[src/hw/rtl/tbdd_pkg.sv]
// ----------------------------------------------------------------------------
// Deframer package
// Widths, register indexes, reset values and controller/datapath types.
// ----------------------------------------------------------------------------
`timescale 1ns / 1ps

package tbdd_pkg;

    localparam int BYTE_W            = 8;
    localparam int LEN_W             = 7;
    localparam int CFG_IDX_W         = 3;
    localparam int DEF_MAX_FRAME_LEN = 64;

    localparam logic [CFG_IDX_W-1:0] CFG_HEAD_FIRST  = 3'd0;
    localparam logic [CFG_IDX_W-1:0] CFG_HEAD_SECOND = 3'd1;
    localparam logic [CFG_IDX_W-1:0] CFG_TAIL_FIRST  = 3'd2;
    localparam logic [CFG_IDX_W-1:0] CFG_TAIL_SECOND = 3'd3;
    localparam logic [CFG_IDX_W-1:0] CFG_MIN_LEN     = 3'd4;
    localparam logic [CFG_IDX_W-1:0] CFG_MAX_LEN     = 3'd5;

    localparam logic [LEN_W-1:0] RST_MIN_LEN = 7'd0;
    localparam logic [LEN_W-1:0] RST_MAX_LEN = 7'd65;

    typedef struct packed {
        logic accept;
        logic load;
    } t_dp_cmd;

    typedef struct packed {
        logic emit_go;
        logic out_last;
    } t_dp_sts;

endpackage

[src/hw/rtl/tbdd_if.sv]
// ----------------------------------------------------------------------------
// Deframer channel interfaces
// Valid/ready channels for received bytes, frame bytes and register writes.
// ----------------------------------------------------------------------------
`timescale 1ns / 1ps

interface tbdd_rx_if;
    logic                       valid;
    logic                       ready;
    logic [tbdd_pkg::BYTE_W-1:0] rx_byte;

    modport source (output valid, output rx_byte, input ready);
    modport sink   (input valid, input rx_byte, output ready);
endinterface

interface tbdd_frame_if;
    logic                       valid;
    logic                       ready;
    logic [tbdd_pkg::BYTE_W-1:0] frame_byte;
    logic                       frame_last;

    modport source (output valid, output frame_byte, output frame_last, input ready);
    modport sink   (input valid, input frame_byte, input frame_last, output ready);
endinterface

interface tbdd_cfg_if;
    logic                          valid;
    logic                          ready;
    logic [tbdd_pkg::CFG_IDX_W-1:0] index;
    logic [tbdd_pkg::BYTE_W-1:0]    data;

    modport source (output valid, output index, output data, input ready);
    modport sink   (input valid, input index, input data, output ready);
endinterface

[src/hw/rtl/two_byte_delimited_deframer_core.sv]
// ----------------------------------------------------------------------------
// Two-byte delimited deframer core
// Hunts for a two-byte head, stores bytes up to a two-byte tail and emits
// frames whose length passes the min/max check.
//
//   channel   direction  payload                 accepted when
//   i_rx      in         rx_byte                 valid && ready
//   o_frame   out        frame_byte, frame_last  valid && ready
//   i_cfg     in         index, data             valid && ready (always ready)
//
// Received words are taken while the controller is idle; each frame word is
// read through the frame store read port in a load state, then a send state held until ready.
// Intake stalls while a frame is read out; o_frame stalls hold the word.
// Reset is synchronous; the frame store needs no clearing pass.
// ----------------------------------------------------------------------------
`timescale 1ns / 1ps

module two_byte_delimited_deframer_core #(
    parameter int MAX_FRAME_LEN = tbdd_pkg::DEF_MAX_FRAME_LEN
) (
    input  logic         i_clk,
    input  logic         i_rst_n,
    tbdd_rx_if.sink      i_rx,
    tbdd_frame_if.source o_frame,
    tbdd_cfg_if.sink     i_cfg
);
    import tbdd_pkg::*;

    t_dp_cmd w_cmd;
    t_dp_sts w_sts;

    assign i_cfg.ready = 1'b1;

    tbdd_ctrl u_ctrl (
        .i_clk       (i_clk),
        .i_rst_n     (i_rst_n),
        .i_in_valid  (i_rx.valid),
        .o_in_ready  (i_rx.ready),
        .o_out_valid (o_frame.valid),
        .i_out_ready (o_frame.ready),
        .i_sts       (w_sts),
        .o_cmd       (w_cmd)
    );

    tbdd_datapath #(
        .MAX_FRAME_LEN (MAX_FRAME_LEN)
    ) u_datapath (
        .i_clk        (i_clk),
        .i_rst_n      (i_rst_n),
        .i_cmd        (w_cmd),
        .o_sts        (w_sts),
        .i_rx_byte    (i_rx.rx_byte),
        .i_cfg_we     (i_cfg.valid),
        .i_cfg_idx    (i_cfg.index),
        .i_cfg_data   (i_cfg.data),
        .o_frame_byte (o_frame.frame_byte),
        .o_frame_last (o_frame.frame_last)
    );

endmodule

[src/hw/rtl/tbdd_ctrl.sv]
// ----------------------------------------------------------------------------
// Deframer controller
// Sequences byte intake and frame readout one word at a time.
// ----------------------------------------------------------------------------
`timescale 1ns / 1ps

module tbdd_ctrl (
    input  logic              i_clk,
    input  logic              i_rst_n,
    input  logic              i_in_valid,
    output logic              o_in_ready,
    output logic              o_out_valid,
    input  logic              i_out_ready,
    input  tbdd_pkg::t_dp_sts i_sts,
    output tbdd_pkg::t_dp_cmd o_cmd
);
    import tbdd_pkg::*;

    localparam logic [1:0] S_IDLE = 2'd0;
    localparam logic [1:0] S_LOAD = 2'd1;
    localparam logic [1:0] S_SEND = 2'd2;

    logic [1:0] r_state;
    logic [1:0] n_state;

    always_comb begin
        n_state = r_state;
        unique case (r_state)
            S_IDLE: begin
                if (i_in_valid && i_sts.emit_go) begin
                    n_state = S_LOAD;
                end
            end
            S_LOAD: begin
                n_state = S_SEND;
            end
            S_SEND: begin
                if (i_out_ready) begin
                    n_state = i_sts.out_last ? S_IDLE : S_LOAD;
                end
            end
            default: begin
                n_state = S_IDLE;
            end
        endcase
    end

    always_ff @(posedge i_clk) begin
        if (!i_rst_n) begin
            r_state <= S_IDLE;
        end else begin
            r_state <= n_state;
        end
    end

    assign o_in_ready   = (r_state == S_IDLE);
    assign o_out_valid  = (r_state == S_SEND);
    assign o_cmd.accept = (r_state == S_IDLE) && i_in_valid;
    assign o_cmd.load   = (r_state == S_LOAD);

endmodule

[src/hw/rtl/tbdd_datapath.sv]
// ----------------------------------------------------------------------------
// Deframer datapath
// Marker match, frame store, length check and output word register.
// ----------------------------------------------------------------------------
`timescale 1ns / 1ps

module tbdd_datapath #(
    parameter int MAX_FRAME_LEN = tbdd_pkg::DEF_MAX_FRAME_LEN
) (
    input  logic                          i_clk,
    input  logic                          i_rst_n,
    input  tbdd_pkg::t_dp_cmd             i_cmd,
    output tbdd_pkg::t_dp_sts             o_sts,
    input  logic [tbdd_pkg::BYTE_W-1:0]    i_rx_byte,
    input  logic                          i_cfg_we,
    input  logic [tbdd_pkg::CFG_IDX_W-1:0] i_cfg_idx,
    input  logic [tbdd_pkg::BYTE_W-1:0]    i_cfg_data,
    output logic [tbdd_pkg::BYTE_W-1:0]    o_frame_byte,
    output logic                          o_frame_last
);
    import tbdd_pkg::*;

    localparam int AW = $clog2(MAX_FRAME_LEN);
    localparam int CW = $clog2(MAX_FRAME_LEN + 1);
    localparam int LW = (CW > LEN_W) ? CW : LEN_W;

    logic [BYTE_W-1:0] r_mem [MAX_FRAME_LEN];
    logic [BYTE_W-1:0] r_rd_data;

    logic [BYTE_W-1:0] r_head_first;
    logic [BYTE_W-1:0] r_head_second;
    logic [BYTE_W-1:0] r_tail_first;
    logic [BYTE_W-1:0] r_tail_second;
    logic [LEN_W-1:0]  r_min_len;
    logic [LEN_W-1:0]  r_max_len;

    logic              r_in_frame;
    logic              n_in_frame;
    logic [BYTE_W-1:0] r_prev_byte;
    logic [CW-1:0]     r_count;
    logic [CW-1:0]     n_count;
    logic [BYTE_W-1:0] r_first;
    logic [CW-1:0]     r_emit_len;
    logic [AW-1:0]     r_rd_idx;
    logic [BYTE_W-1:0] r_out_byte;
    logic              r_out_last;

    logic              w_head;
    logic              w_tail;
    logic              w_ovf;
    logic              w_store;
    logic [CW-1:0]     w_len;
    logic [AW-1:0]     w_wr_addr;
    logic              w_len_ok;
    logic              w_emit;

    assign w_head    = !r_in_frame && (r_prev_byte == r_head_first)
                       && (i_rx_byte == r_head_second);
    assign w_tail    = (r_prev_byte == r_tail_first) && (i_rx_byte == r_tail_second);
    assign w_ovf     = r_in_frame && (r_count >= CW'(MAX_FRAME_LEN));
    assign w_store   = w_head || (r_in_frame && !w_ovf);
    assign w_len     = w_head ? CW'(2) : (r_count + CW'(1));
    assign w_wr_addr = w_head ? AW'(1) : r_count[AW-1:0];
    assign w_len_ok  = (LW'(w_len) > LW'(r_min_len)) && (LW'(w_len) < LW'(r_max_len));
    assign w_emit    = w_store && w_tail && w_len_ok;

    always_comb begin
        n_in_frame = r_in_frame;
        n_count    = r_count;
        if (i_cmd.accept) begin
            if (w_store) begin
                n_in_frame = !w_tail;
                n_count    = w_tail ? '0 : w_len;
            end else if (w_ovf) begin
                n_in_frame = 1'b0;
                n_count    = '0;
            end
        end
    end

    // Frame store: one write on intake, one registered read for readout.
    always_ff @(posedge i_clk) begin
        if (i_cmd.accept && w_store) begin
            r_mem[w_wr_addr] <= i_rx_byte;
        end
        r_rd_data <= r_mem[r_rd_idx];
    end

    always_ff @(posedge i_clk) begin
        if (i_cmd.accept && w_head) begin
            r_first <= r_prev_byte;
        end
        if (i_cmd.accept && w_emit) begin
            r_emit_len <= w_len;
        end
        if (i_cmd.load) begin
            r_out_byte <= (r_rd_idx == '0) ? r_first : r_rd_data;
            r_out_last <= ((CW'(r_rd_idx) + CW'(1)) == r_emit_len);
        end
    end

    always_ff @(posedge i_clk) begin
        if (!i_rst_n) begin
            r_head_first  <= '0;
            r_head_second <= '0;
            r_tail_first  <= '0;
            r_tail_second <= '0;
            r_min_len     <= RST_MIN_LEN;
            r_max_len     <= RST_MAX_LEN;
            r_in_frame    <= 1'b0;
            r_prev_byte   <= '0;
            r_count       <= '0;
            r_rd_idx      <= '0;
        end else begin
            if (i_cfg_we) begin
                unique case (i_cfg_idx)
                    CFG_HEAD_FIRST:  r_head_first  <= i_cfg_data;
                    CFG_HEAD_SECOND: r_head_second <= i_cfg_data;
                    CFG_TAIL_FIRST:  r_tail_first  <= i_cfg_data;
                    CFG_TAIL_SECOND: r_tail_second <= i_cfg_data;
                    CFG_MIN_LEN:     r_min_len     <= i_cfg_data[LEN_W-1:0];
                    CFG_MAX_LEN:     r_max_len     <= i_cfg_data[LEN_W-1:0];
                    default: begin
                    end
                endcase
            end
            r_in_frame <= n_in_frame;
            r_count    <= n_count;
            if (i_cmd.accept) begin
                r_prev_byte <= i_rx_byte;
                r_rd_idx    <= '0;
            end else if (i_cmd.load) begin
                r_rd_idx <= r_rd_idx + AW'(1);
            end
        end
    end

    assign o_sts.emit_go  = w_emit;
    assign o_sts.out_last = r_out_last;
    assign o_frame_byte   = r_out_byte;
    assign o_frame_last   = r_out_last;

endmodule

[src/flat_wrapper.sv]
// flat-port wrapper written by rule: the top's interface ports become plain ports
module two_byte_delimited_deframer_core_flat import tbdd_pkg::*;
#(
    parameter int MAX_FRAME_LEN = tbdd_pkg::DEF_MAX_FRAME_LEN
)
  (i_clk, i_rst_n, i_rx_valid, i_rx_rx_byte, i_rx_ready, o_frame_valid, o_frame_frame_byte, o_frame_frame_last, o_frame_ready, i_cfg_valid, i_cfg_index, i_cfg_data, i_cfg_ready);
  tbdd_rx_if i_rx_i ();
  tbdd_frame_if o_frame_i ();
  tbdd_cfg_if i_cfg_i ();
  input  logic i_clk;
  input  logic i_rst_n;
  input wire logic [$bits(i_rx_i.valid)-1:0] i_rx_valid;
  input wire logic [$bits(i_rx_i.rx_byte)-1:0] i_rx_rx_byte;
  output wire logic [$bits(i_rx_i.ready)-1:0] i_rx_ready;
  output wire logic [$bits(o_frame_i.valid)-1:0] o_frame_valid;
  output wire logic [$bits(o_frame_i.frame_byte)-1:0] o_frame_frame_byte;
  output wire logic [$bits(o_frame_i.frame_last)-1:0] o_frame_frame_last;
  input wire logic [$bits(o_frame_i.ready)-1:0] o_frame_ready;
  input wire logic [$bits(i_cfg_i.valid)-1:0] i_cfg_valid;
  input wire logic [$bits(i_cfg_i.index)-1:0] i_cfg_index;
  input wire logic [$bits(i_cfg_i.data)-1:0] i_cfg_data;
  output wire logic [$bits(i_cfg_i.ready)-1:0] i_cfg_ready;
  assign i_rx_i.valid = i_rx_valid;
  assign i_rx_i.rx_byte = i_rx_rx_byte;
  assign i_rx_ready = i_rx_i.ready;
  assign o_frame_valid = o_frame_i.valid;
  assign o_frame_frame_byte = o_frame_i.frame_byte;
  assign o_frame_frame_last = o_frame_i.frame_last;
  assign o_frame_i.ready = o_frame_ready;
  assign i_cfg_i.valid = i_cfg_valid;
  assign i_cfg_i.index = i_cfg_index;
  assign i_cfg_i.data = i_cfg_data;
  assign i_cfg_ready = i_cfg_i.ready;
  two_byte_delimited_deframer_core #(.MAX_FRAME_LEN(MAX_FRAME_LEN)) u_core (.i_clk(i_clk), .i_rst_n(i_rst_n), .i_rx(i_rx_i), .o_frame(o_frame_i), .i_cfg(i_cfg_i));
endmodule
[config.mk]
export PLATFORM = sky130hd
export DESIGN_NAME = two_byte_delimited_deframer_core_flat
export DESIGN_NICKNAME = d
export VERILOG_FILES = /design/src/hw/rtl/tbdd_pkg.sv /design/src/hw/rtl/tbdd_if.sv /design/src/hw/rtl/two_byte_delimited_deframer_core.sv /design/src/hw/rtl/tbdd_ctrl.sv /design/src/hw/rtl/tbdd_datapath.sv /design/src/flat_wrapper.sv
export SDC_FILE = /design/constraint.sdc
export NUM_CORES = 1
export LEC_CHECK = 0
export BUFFER_PORTS_ARGS = -buffer_cell sky130_fd_sc_hd__buf_2
export CAP_MARGIN = 20
export CORE_ASPECT_RATIO = 0.7
export CORE_MARGIN = 4
export CORE_UTILIZATION = 25
export CTS_BUF_LIST = sky130_fd_sc_hd__clkbuf_4 sky130_fd_sc_hd__clkbuf_8
export DETAILED_ROUTE_END_ITERATION = 10
export PLACE_DENSITY = 0.36
export SYNTH_ARGS = -nofsm -noshare
export SYNTH_HDL_FRONTEND = slang
export SYNTH_SLANG_ARGS = --single-unit
[constraint.sdc]
create_clock -name i_clk -period 9.4 [get_ports i_clk]
set_input_delay 0.94 -clock i_clk [delete_from_list [all_inputs] [get_ports i_clk]]
set_output_delay 0.94 -clock i_clk [all_outputs]
set_load 0.1 [all_outputs]
## Word-level counts from Yosys, hierarchy flattened

Memory sizes are Yosys's and may differ from the RTL's. A register that Yosys moved wholly into a read port is not among the register bits.
Cells that the tools add are included.

- Memories: 1
- Bits in writable memories: 512
- Bits of input ports: 24
- Register bits: 94
- Output and inout bits: 12
- Word-level logic and storage cells: 81

- Reductions and logical operators: 30
- Add/sub/neg operators: 3
- Equality and inequality tests: 14
- Bitwise operators: 1
- Mux-type cells: 14
- Magnitude comparators: 3

Memories:

| memory | depth | width | rd ports | clocked after Yosys merged registers in | write ports | RTL line | RTL |
|---|---|---|---|---|---|---|---|
| u_core.u_datapath.r_mem | 64 | 8 | 1 | 1 | 1 | tbdd_datapath.sv:27 | `logic [BYTE_W-1:0] r_mem [MAX_FRAME_LEN];` |

Operators with widths:

| operator | number |
|---|---|
| equality test 8 bit | 4 |
| 2-to-1 mux 7 bit | 4 |
| AND reduction 2 bit | 8 |
| logical AND 1 bit | 13 |
| 2-to-1 mux 8 bit | 1 |
| adder 6 x 1 -> 7 bit, second input constant | 1 |
| adder 7 x 1 -> 7 bit, second input constant | 1 |
| equality test 7 bit | 1 |
| >= comparator 7 bit, second input constant | 1 |
| > comparator 7 bit | 1 |
| less-than comparator 7 bit | 1 |
| adder 6 x 1 -> 6 bit, second input constant | 1 |
| equality test 3 x 2 -> 1 bit, second input constant | 2 |
| equality test 3 bit, second input constant | 2 |
| zero test 6 bit | 1 |
| 2-to-1 mux 6 bit | 1 |
| one-hot mux 2 bit (3 select lines) | 1 |
| 2-to-1 mux 1 bit | 5 |
| 2-to-1 mux 2 bit | 2 |
| inequality test 2 x 1 -> 1 bit, second input constant | 2 |
| equality test 3 x 1 -> 1 bit, second input constant | 1 |
| zero test 1 bit | 3 |
| zero test 3 bit | 1 |
| equality test 2 x 1 -> 1 bit, second input constant | 1 |
| other kinds (6) | 6 |

## Longest topological paths before layout

Gate-level depths: netlist of run 1.

- Depth in word-level cells: 10
- Depth in mapped cells: 16
- Mapped depth without buffers: 14

## By module

A second synthesis of run 1 with hierarchy kept.

- Cell total of the unflattened synthesis: 1,350
- Area, all modules: 24,589.8 µm²

Modules (own cells, without submodules):

| module | seq. area each (µm²) | area each (µm²) | cells each | times used |
|---|---|---|---|---|
| tbdd_datapath | 17,616.9 | 24,457.2 | 1,335 | 1 |
| tbdd_ctrl | 40.0 | 121.4 | 13 | 1 |
| two_byte_delimited_deframer_core | 0.0 | 11.3 | 2 | 1 |

## Worst setup path before layout of run 1

No wires, ideal clock.

- Path type: input -> register
- Start: input port i_rx_rx_byte[6]
- End: register u_core.u_datapath.r_emit_len[0], enable pin
- Buffers on the path: 2
- Data arrival time: 3,654 ps
- Stages on the path: 13
- Setup slack: 5,420 ps
- Setup time: 326 ps
- Required time: 9,074 ps
- Cell sequence: xnor2_1 -> nand4_1 -> or3_1 -> nor2_1 -> buf_2 -> buf_1 -> nor2_1 -> ha_1 -> nand3_1 -> or4_1 -> a211oi_1 -> o221a_2 -> and2_1

- Cells in the longest elaborated chain, start to end: 7
- Elaborated cells on any way between the ends: 12
- Classes of those cells: 2 x order compare; 2 x eq/ne; 1 x mux; 7 x reduce/logical

Ends and longest elaborated chain:

| what | RTL line | RTL |
|---|---|---|
| from (decl) | flat_wrapper.sv:13 | `input wire logic [$bits(i_rx_i.rx_byte)-1:0] i_rx_rx_byte;` |
| equality test 8 bit (*) | tbdd_datapath.sv:58 | `&& (i_rx_byte == r_head_second);` |
| logical AND 1 bit (*) | tbdd_datapath.sv:58 |  |
| 2-to-1 mux 7 bit (*) | tbdd_datapath.sv:62 | `assign w_len = w_head ? CW'(2) : (r_count + CW'(1));` |
| net u_core.u_datapath.w_len[6] | tbdd_datapath.sv:52 | `logic [CW-1:0] w_len;` |
| > comparator 7 bit or less-than comparator 7 bit (tied branches) | tbdd_datapath.sv:64 | `assign w_len_ok = (LW'(w_len) > LW'(r_min_len)) && (LW'(w_len) < LW'(r_max_len));` |
| logical AND 1 bit (*) | tbdd_datapath.sv:64 |  |
| logical AND 1 bit (*) | tbdd_datapath.sv:65 | `assign w_emit = w_store && w_tail && w_len_ok;` |
| logical AND 1 bit (*) | tbdd_datapath.sv:93 | `if (i_cmd.accept && w_emit) begin` |
| to (signal assigned) | tbdd_datapath.sv:94 | `r_emit_len <= w_len;` |
| to (decl) | tbdd_datapath.sv:43 | `logic [CW-1:0] r_emit_len;` |

The timed path passes the listed nets; every way through them passes the cells marked *.
A chain may end at the register's enable or synchronous reset.

==> summary.txt, run 1 <==
Outcome - finished clean
Main flop type after synthesis - edfxtp_1
Initial antenna violation count - 8
Hold Fails Final Rpt - 0
Nets@finish - 1440
Met3 Wirelength - 3384 um
Die Span X - 381.9 um
Switching part of the total - 0.2205
MaxCap Viol Count - 0
FMAX - 244.3 MHz
Final setup skew - 0.04739 ns
Top fanout value on the critical path - 43
Design area - 0.02818 mm^2
Post-CTS sizing - 0
Cell Rows - 95
Period utilisation layout - 0.4354
Post-Synthesis Cell Area - 0.02447 mm^2
Slew HR - 0.2933
Power Total - 0.005505 W
CP Class - reg2reg
Storage cell area - 0.01767 mm^2
Die H - 269.7 um
Worst Tran Pin Value - 1.056 ns
Syn Nets - 1347
Logic pwr share - 0.019
Final WL - 69740 um
Footprint of the multi-input gates - 0.006420 mm^2
Syn Area/Cell - 18.69 um^2
Most frequent cell on the critical path - mux4_2
Syn Inst Count - 1309
Area Overhead vs Synth - 15.20%
Hold buffer count at CTS - 0
Maximum vdd drop - 0.08212 mV
Critical Path RT - 10.01 ns
Total gr overflow - 0
DP Area - 0.02613 mm^2
Vias per cell - 4.403
Post-synth cell types - 48
Global-route wire length before repair - 98480 um
DRC violations left - 0
Post-synth EDFFs - 536
Clk buf depth - 3
Total Routing Usage GR - 0.1350
CTS Sinks - 614
CP Capture Type - flop
Final GP Congestion - 0.7414
Routed WL per cell - 24.95 um
Slowest stage cell, crit path - buf_4
Arr. time, crit path - 4.70 ns
Pwr per Cell Area - 195.3 mW/mm^2
Top routing layer in use - met4
P_sw - 0.001214 W
Fraction of layout cells with a size suffix above 1 - 0.2654
IO buf count - 34
Post-CTS setup buffers - 0
Yosys reg bits - 614
Cell chain of the critical path - buf_4 > buf_4 > mux4_2 > mux4_2 > mux4_2
WL met2 - 29250 um
Reg power frac - 0.540
Clock slew at reported path FFs - 0.06 ns
Antenna-violating nets left - 0
Final setup viols - 0
Final std cells w/o fill - 2795
Filler cell count - 9657
Ys async rst share - 0
Int Pwr - 0.004291 W
Final Max Slew Viols - 0
Root buffer selected by CTS - clkbuf_8
Unrepaired setup endpoints after global routing - false
WL met1 - 35730 um
Vias in the first global route - 12600
Core area - 0.09652 mm^2
CTS tree - done
Latest clock arrival within the worst-skew pair - 0.76 ns
Drt first pass iters - 5
CTS H-tree lvls - 3
Total number of vias - 12310
# IOs - 36
Register area share after synthesis - 0.7217
Clock Power Share - 0.442
Buf/Inv on CP - 2
Fin crit period - 4.093 ns
Cell count after placement - 2609
Total negative slack - 0 ns
Largest delay share family, worst path - multiplexers
Fin util - 0.2920
CTS buffer count - 100
Largest net degree at the start of global routing - 68
Ys Warns - 0
Max incr delay on CP - 0.83 ns
Nature of the critical path startpoint - flop
DP Wirelength - 44040 um
Die area - 0.1030 mm^2
DR iter-0 viols - 923
Hold crit path type - reg2reg
Initial cell density of the core - 0.2535
Leakage Power - 8.568 nW
[worst min-delay path, delay by kind of cell (launching register included)]
family           cells  cell delay [ns]
AO/OA/AOI/OAI        1             0.05
flip-flops           1             0.31
AND/OR/NAND/NOR      1             0.05
[synth_stat cells (5+ instances only)]
library cell,instances,share of area
a21oi_1,8,0.0016
mux4_2,168,0.15
buf_1,9,0.0014
nand2_1,101,0.015
a21boi_0,23,0.0071
a21boi_1,14,0.0043
nor2b_1,20,0.0051
nor4_1,9,0.0023
mux2i_1,15,0.0061
nand2b_1,5,0.0013
xor2_1,33,0.012
ha_1,14,0.0072
nor3_1,7,0.0014
clkbuf_1,36,0.0055
nand3_1,15,0.0031
buf_2,9,0.0018
xnor2_1,16,0.0057
edfxtp_1,536,0.66
buf_6,9,0.0041
dfxtp_1,78,0.064
nor2_1,99,0.015
inv_1,20,0.0031
mux2_2,8,0.0037
or3_1,5,0.0013
[sequential cells by signal, summed over array words and instances (netlist names), 8 cells and up]
signal,flops
u_core.u_datapath.r_mem,512
u_core.u_datapath.o_frame_byte,8
u_core.u_datapath.r_first,8
u_core.u_datapath.r_head_first,8
u_core.u_datapath.r_head_second,8
u_core.u_datapath.r_prev_byte,8
u_core.u_datapath.r_rd_data,8
u_core.u_datapath.r_tail_first,8
u_core.u_datapath.r_tail_second,8
[cell usage in the layout, fill, tap and decap left out, types with 4 or more instances in the layout]
cell type / count
a21boi_0: 23
o21ai_0: 4
nor2b_1: 20
clkbuf_8: 105
ha_1: 14
nand2b_1: 5
edfxtp_1: 536
clkbuf_4: 25
a21o_1: 4
nor3_1: 6
nor4_1: 9
buf_2: 34
mux2_2: 8
and2_1: 4
clkinv_2: 11
a21oi_1: 8
or3_1: 5
nand3_1: 15
and3_1: 4
nor2_1: 99
buf_4: 21
a21boi_1: 14
diode_2: 5
mux4_2: 168
nand2_1: 101
mux2i_1: 15
clkinv_1: 27
bufinv_16: 6
inv_1: 20
xnor2_1: 16
xor2_1: 33
dfxtp_1: 74
[layout make-up]
type	instances	share of cell area
sequential	614	0.6268
multi-input combinational	611	0.2278
tap	1309	0.05811
clock buffer	130	0.05793
clock inverter	51	0.01461
timing repair buffer	55	0.01163
inverter	20	0.002664
antenna	5	0.0004439
[power groups by stage]
stage	combinational (W)	sequential (W)	clock, W
after floorplan	0.0000322	0.00303	0
after detailed placement	0.000107	0.00303	0
after global placement	0.000105	0.00303	0
after CTS	0.000107	0.00297	0.00253
after global routing	0.000113	0.00297	0.00265
final	0.000102	0.00297	0.00243
[path summary, 6_finish.rpt]
check	start	endpoint	slack, ns	cells past startpoint
worst max register to register	u_core.u_datapath.r_rd_idx[0]	u_core.u_datapath.r_rd_data[2]	5.31	5
worst max-delay path	u_core.u_datapath.r_rd_idx[0]	u_core.u_datapath.r_rd_data[2]	5.31	5
worst min register to register	u_core.u_datapath.r_max_len[2]	u_core.u_datapath.r_max_len[2]	0.45	2
worst min-delay path	u_core.u_datapath.r_max_len[2]	u_core.u_datapath.r_max_len[2]	0.45	2
[cells by family (layout without fill, tap and decap cells)]
family | count (synthesis) | after routing | synth area share
mux | 191 | 191 | 0.1645
fa+ha+maj | 14 | 14 | 0.007160
simple gates | 282 | 282 | 0.05129
xor+xnor | 49 | 49 | 0.01754
buf+inv | 84 | 256 | 0.01626
other cells | 1 | 6 | 0.0001533
flops | 614 | 614 | 0.7217
compound gates | 74 | 74 | 0.02143
[routing by layer]
layer  up-vias  global-route usage
li1       5392                   -
met1      6525              0.2090
met2       287              0.1880
met3       101             0.02984
met4         0             0.03719
met5         -                   0
[through the flow]
stage               setup WS [ns]  hold slack (ns)
floorplan                   5.420           0.4351
global placement            4.627           0.4504
detailed placement          4.552           0.4492
CTS                         5.144           0.3904
global route                4.995           0.4499
finish                      5.307           0.4547
Power figures use the tool's default switching activity.
==> inputs of run 2 (changes only) <==
Settings changed: ABC_AREA set to 1, PLACE_DENSITY 0.36 to 0.37.
Clock period 9.4 ns to 3.4 ns, I/O delays scaled along.
==> summary.txt, run 2 <==
Outcome - finished clean
Nature of the critical path startpoint - input port
Die Span X - 385.2 um
CP Capture Type - flop
Final GP Congestion - 0.7843
Die area - 0.1048 mm^2
Clk buf depth - 3
DP Wirelength - 49210 um
DR iter-0 viols - 1280
# IOs - 36
FMAX - 326.7 MHz
Most frequent cell on the critical path - nand2_1
Synth Area in Compound Gates - 0.1219
Ys Warns - 0
Routed WL per cell - 22.41 um
Post-synth top area cell - edfxtp_1
Total Routing Usage GR - 0.1542
Most flops, register - u_core.u_datapath.r_mem
Unrepaired setup endpoints after global routing - false
Register area share after synthesis - 0.7090
DP Area - 0.02735 mm^2
Post-Synth XOR/XNOR Area - 0.01125
Post-Synth Adder-Cell Area - 0.007033
Initial antenna violation count - 5
Pwr per Cell Area - 504.2 mW/mm^2
Nets@finish - 2254
Launch point of the worst path - i_rx_rx_byte[0]
Synth top area cells - edfxtp_1 65%, o21ai_0 6.3%, dfxtp_1 6.3%
Hold crit path type - in2reg
Latest clock arrival within the worst-skew pair - 0.74 ns
Post-synth EDFFs - 536
Cell chain of the critical path - dlygate4sd3_1 > buf_2 > nand2_1 > nand2_1 > nor2_1 > nand2_1 > nor2_4 > nand3_4 > buf_4 > nand2_1 > nor2_1 > nand2_1 > nor2_1 > buf_4
Syn Inst Count - 2070
Critical Path Sink - u_core.u_datapath.r_mem[29][6]
Clock slew at reported path FFs - 0.06 ns
Main flop type after synthesis - edfxtp_1
Syn Nets - 2108
IO buf count - 34
Hold Fails Final Rpt - 0
Core area - 0.09837 mm^2
Root buffer selected by CTS - clkbuf_8
Area share of the largest cell type after synthesis - 0.6463
Worst Tran Pin Value - 1.025 ns
Top fanout value on the critical path - 12
Leakage Power - 9.853 nW
Final setup viols - 0
DRC violations left - 0
Ys async rst share - 0
Fin util - 0.2985
CTS buffer count - 96
Max incr delay on CP - 0.69 ns
Syn Area/Cell - 12.03 um^2
Critical Path RT - 3.82 ns
Largest family of logic cells by synthesized area - compound AO/OA/AOI/OAI gates
Global-route wire length before repair - 118800 um
Initial cell density of the core - 0.2532
Vias in the first global route - 16870
CTS Sinks - 614
Period utilisation layout - 0.9004
Yosys reg bits - 614
FF-to-FF Start - u_core.u_datapath.r_prev_byte[2]
Max reg flops - 512
Post-synth cell types - 50
Die H - 272.1 um
Area Overhead vs Synth - 17.90%
Total negative slack - 0 ns
CP Class - in2reg
Fin crit period - 3.061 ns
Post-synth top cells - 536 x edfxtp_1, 392 x nor2_1, 314 x o21ai_0
Total gr overflow - 0
Final setup skew - 0.03028 ns
Post-Synthesis Cell Area - 0.02491 mm^2
Arr. time, crit path - 3.48 ns
R2R Setup Slk - 0.36 ns
Total number of vias - 16940
Most frequent cells in the layout - 536 x edfxtp_1, 388 x nor2_1, 314 x o21ai_0
Post-synthesis simple-gate area fraction - 0.1116
Maximum vdd drop - 0.2553 mV
Largest net degree at the start of global routing - 132
Slowest stage cell, crit path - dlygate4sd3_1
Design area - 0.02936 mm^2
Most common cell after layout, fill and taps aside - edfxtp_1
Reg-to-Reg End - u_core.u_datapath.r_emit_len[1]
Final Max Slew Viols - 0
Cell Rows - 96
Antenna-violating nets left - 0
Count leader, synth - edfxtp_1
Final WL - 81210 um
MaxCap Viol Count - 0
Fraction of layout cells with a size suffix above 1 - 0.1604
R2R cell count - 16
Post-synthesis mux area share - 0.003617
Vias per cell - 4.674
Slew HR - 0.3169
CTS H-tree lvls - 3
CTS tree - done
Drt first pass iters - 7
==> run 2: cell count changes after synthesis, sizes merged, moves of 42 or more <==
| cell | before | now |
|---|---|---|
| a21oi | 8 | 55 |
| clkbuf | 36 | 86 |
| inv | 20 | 94 |
| mux4 | 168 | 0 |
| nand2 | 101 | 149 |
| nand3 | 15 | 57 |
| nor2 | 99 | 397 |
| o21ai | 7 | 317 |
| o221ai | 0 | 51 |
| o22ai | 2 | 77 |
==> run 2: cells by family (layout without fill, tap and decap cells) <==
| logic type | after synthesis | count (layout) |
|---|---|---|
| DFF | 614 | 614 |
| other | 1 | 7 |
| xor gates and xnor gates | 32 | 32 |
| AOI/OAI and AO/OA | 530 | 530 |
| buffers and inverters | 219 | 443 |
| adders and majority gates | 14 | 14 |
| and+or+nand+nor | 652 | 652 |
| muxes | 8 | 8 |
==> run 2: worst min path at each step <==
stage | slack [ns] | cells past startpoint | startpoint | end
after global placement | 0.44 | 2 | u_core.u_datapath.r_tail_second[5] | u_core.u_datapath.r_tail_second[5]
after CTS | 0.001 | 4 | i_cfg_index[2] | u_core.u_datapath.r_max_len[6]
after global routing | 0.08 | 4 | i_rx_valid | u_core.u_datapath.r_prev_byte[3]
final | 0.11 | 4 | i_cfg_index[2] | u_core.u_datapath.r_max_len[6]
after floorplan | 0.43 | 2 | u_core.u_datapath.r_max_len[0] | u_core.u_datapath.r_max_len[0]
after detailed placement | 0.45 | 2 | u_core.u_datapath.r_tail_second[5] | u_core.u_datapath.r_tail_second[5]
==> run 2: what timing repair did <==
item                                   CTS  global route
hold buffers                            14             0
setup buffers                            0             0
setup endpoints to repair                0             4
resized for setup                        0             1
endpoints found under the hold margin   50             0
==> run 2: final cells by class <==
cell class              count  area (um^2)
well taps                1323         1655
multi-input cells        1237         6382
fillers                 10040        69010
flip-flops and latches    614        17670
clock inverters            46        266.5
clock buffers             130         1589
repair buffers            171         1421
diodes                      6        15.01
inverters                  96        367.9
==> run 2: critical path, delay by kind of cell <==
kind                   cells  cell delay [ns]
buffers and inverters      4             1.47
AND/OR/NAND/NOR           10             1.63
==> run 2: per-stage QoR <==
step                hold slack (ns)  std cells  worst slack (ns)  power [W]
finish                       0.1092       3623            0.3388    0.01480
global route                0.08049       3618           0.01575    0.01544
CTS                       0.0009875       3617            0.2924    0.01504
detailed placement           0.4525       3427            0.2622   0.008748
global placement             0.4445       3427            0.2008   0.008746
floorplan                    0.4292       2070            0.3699   0.008513
==> run 2: per-layer routing <==
| metal | track usage | up-vias | wire length [um] |
|---|---|---|---|
| li1 | - | 7844 | - |
| met2 | 0.2164 | 471 | 33370 |
| met4 | 0.04490 | 4 | 1864 |
| met5 | 0 | - | 18 |
| met3 | 0.03515 | 125 | 4786 |
| met1 | 0.2346 | 8491 | 41170 |
==> run 2: report_power, final <==
part / leakage (nW) / switching (W) / internal (W) / total (W)
clock: 0.984 / 0.00302 / 0.00319 / 0.00621
sequential: 5.46 / 0.0000256 / 0.00821 / 0.00823
combinational: 3.41 / 0.000269 / 0.0000887 / 0.000358
total: 9.85 / 0.00332 / 0.0115 / 0.0148
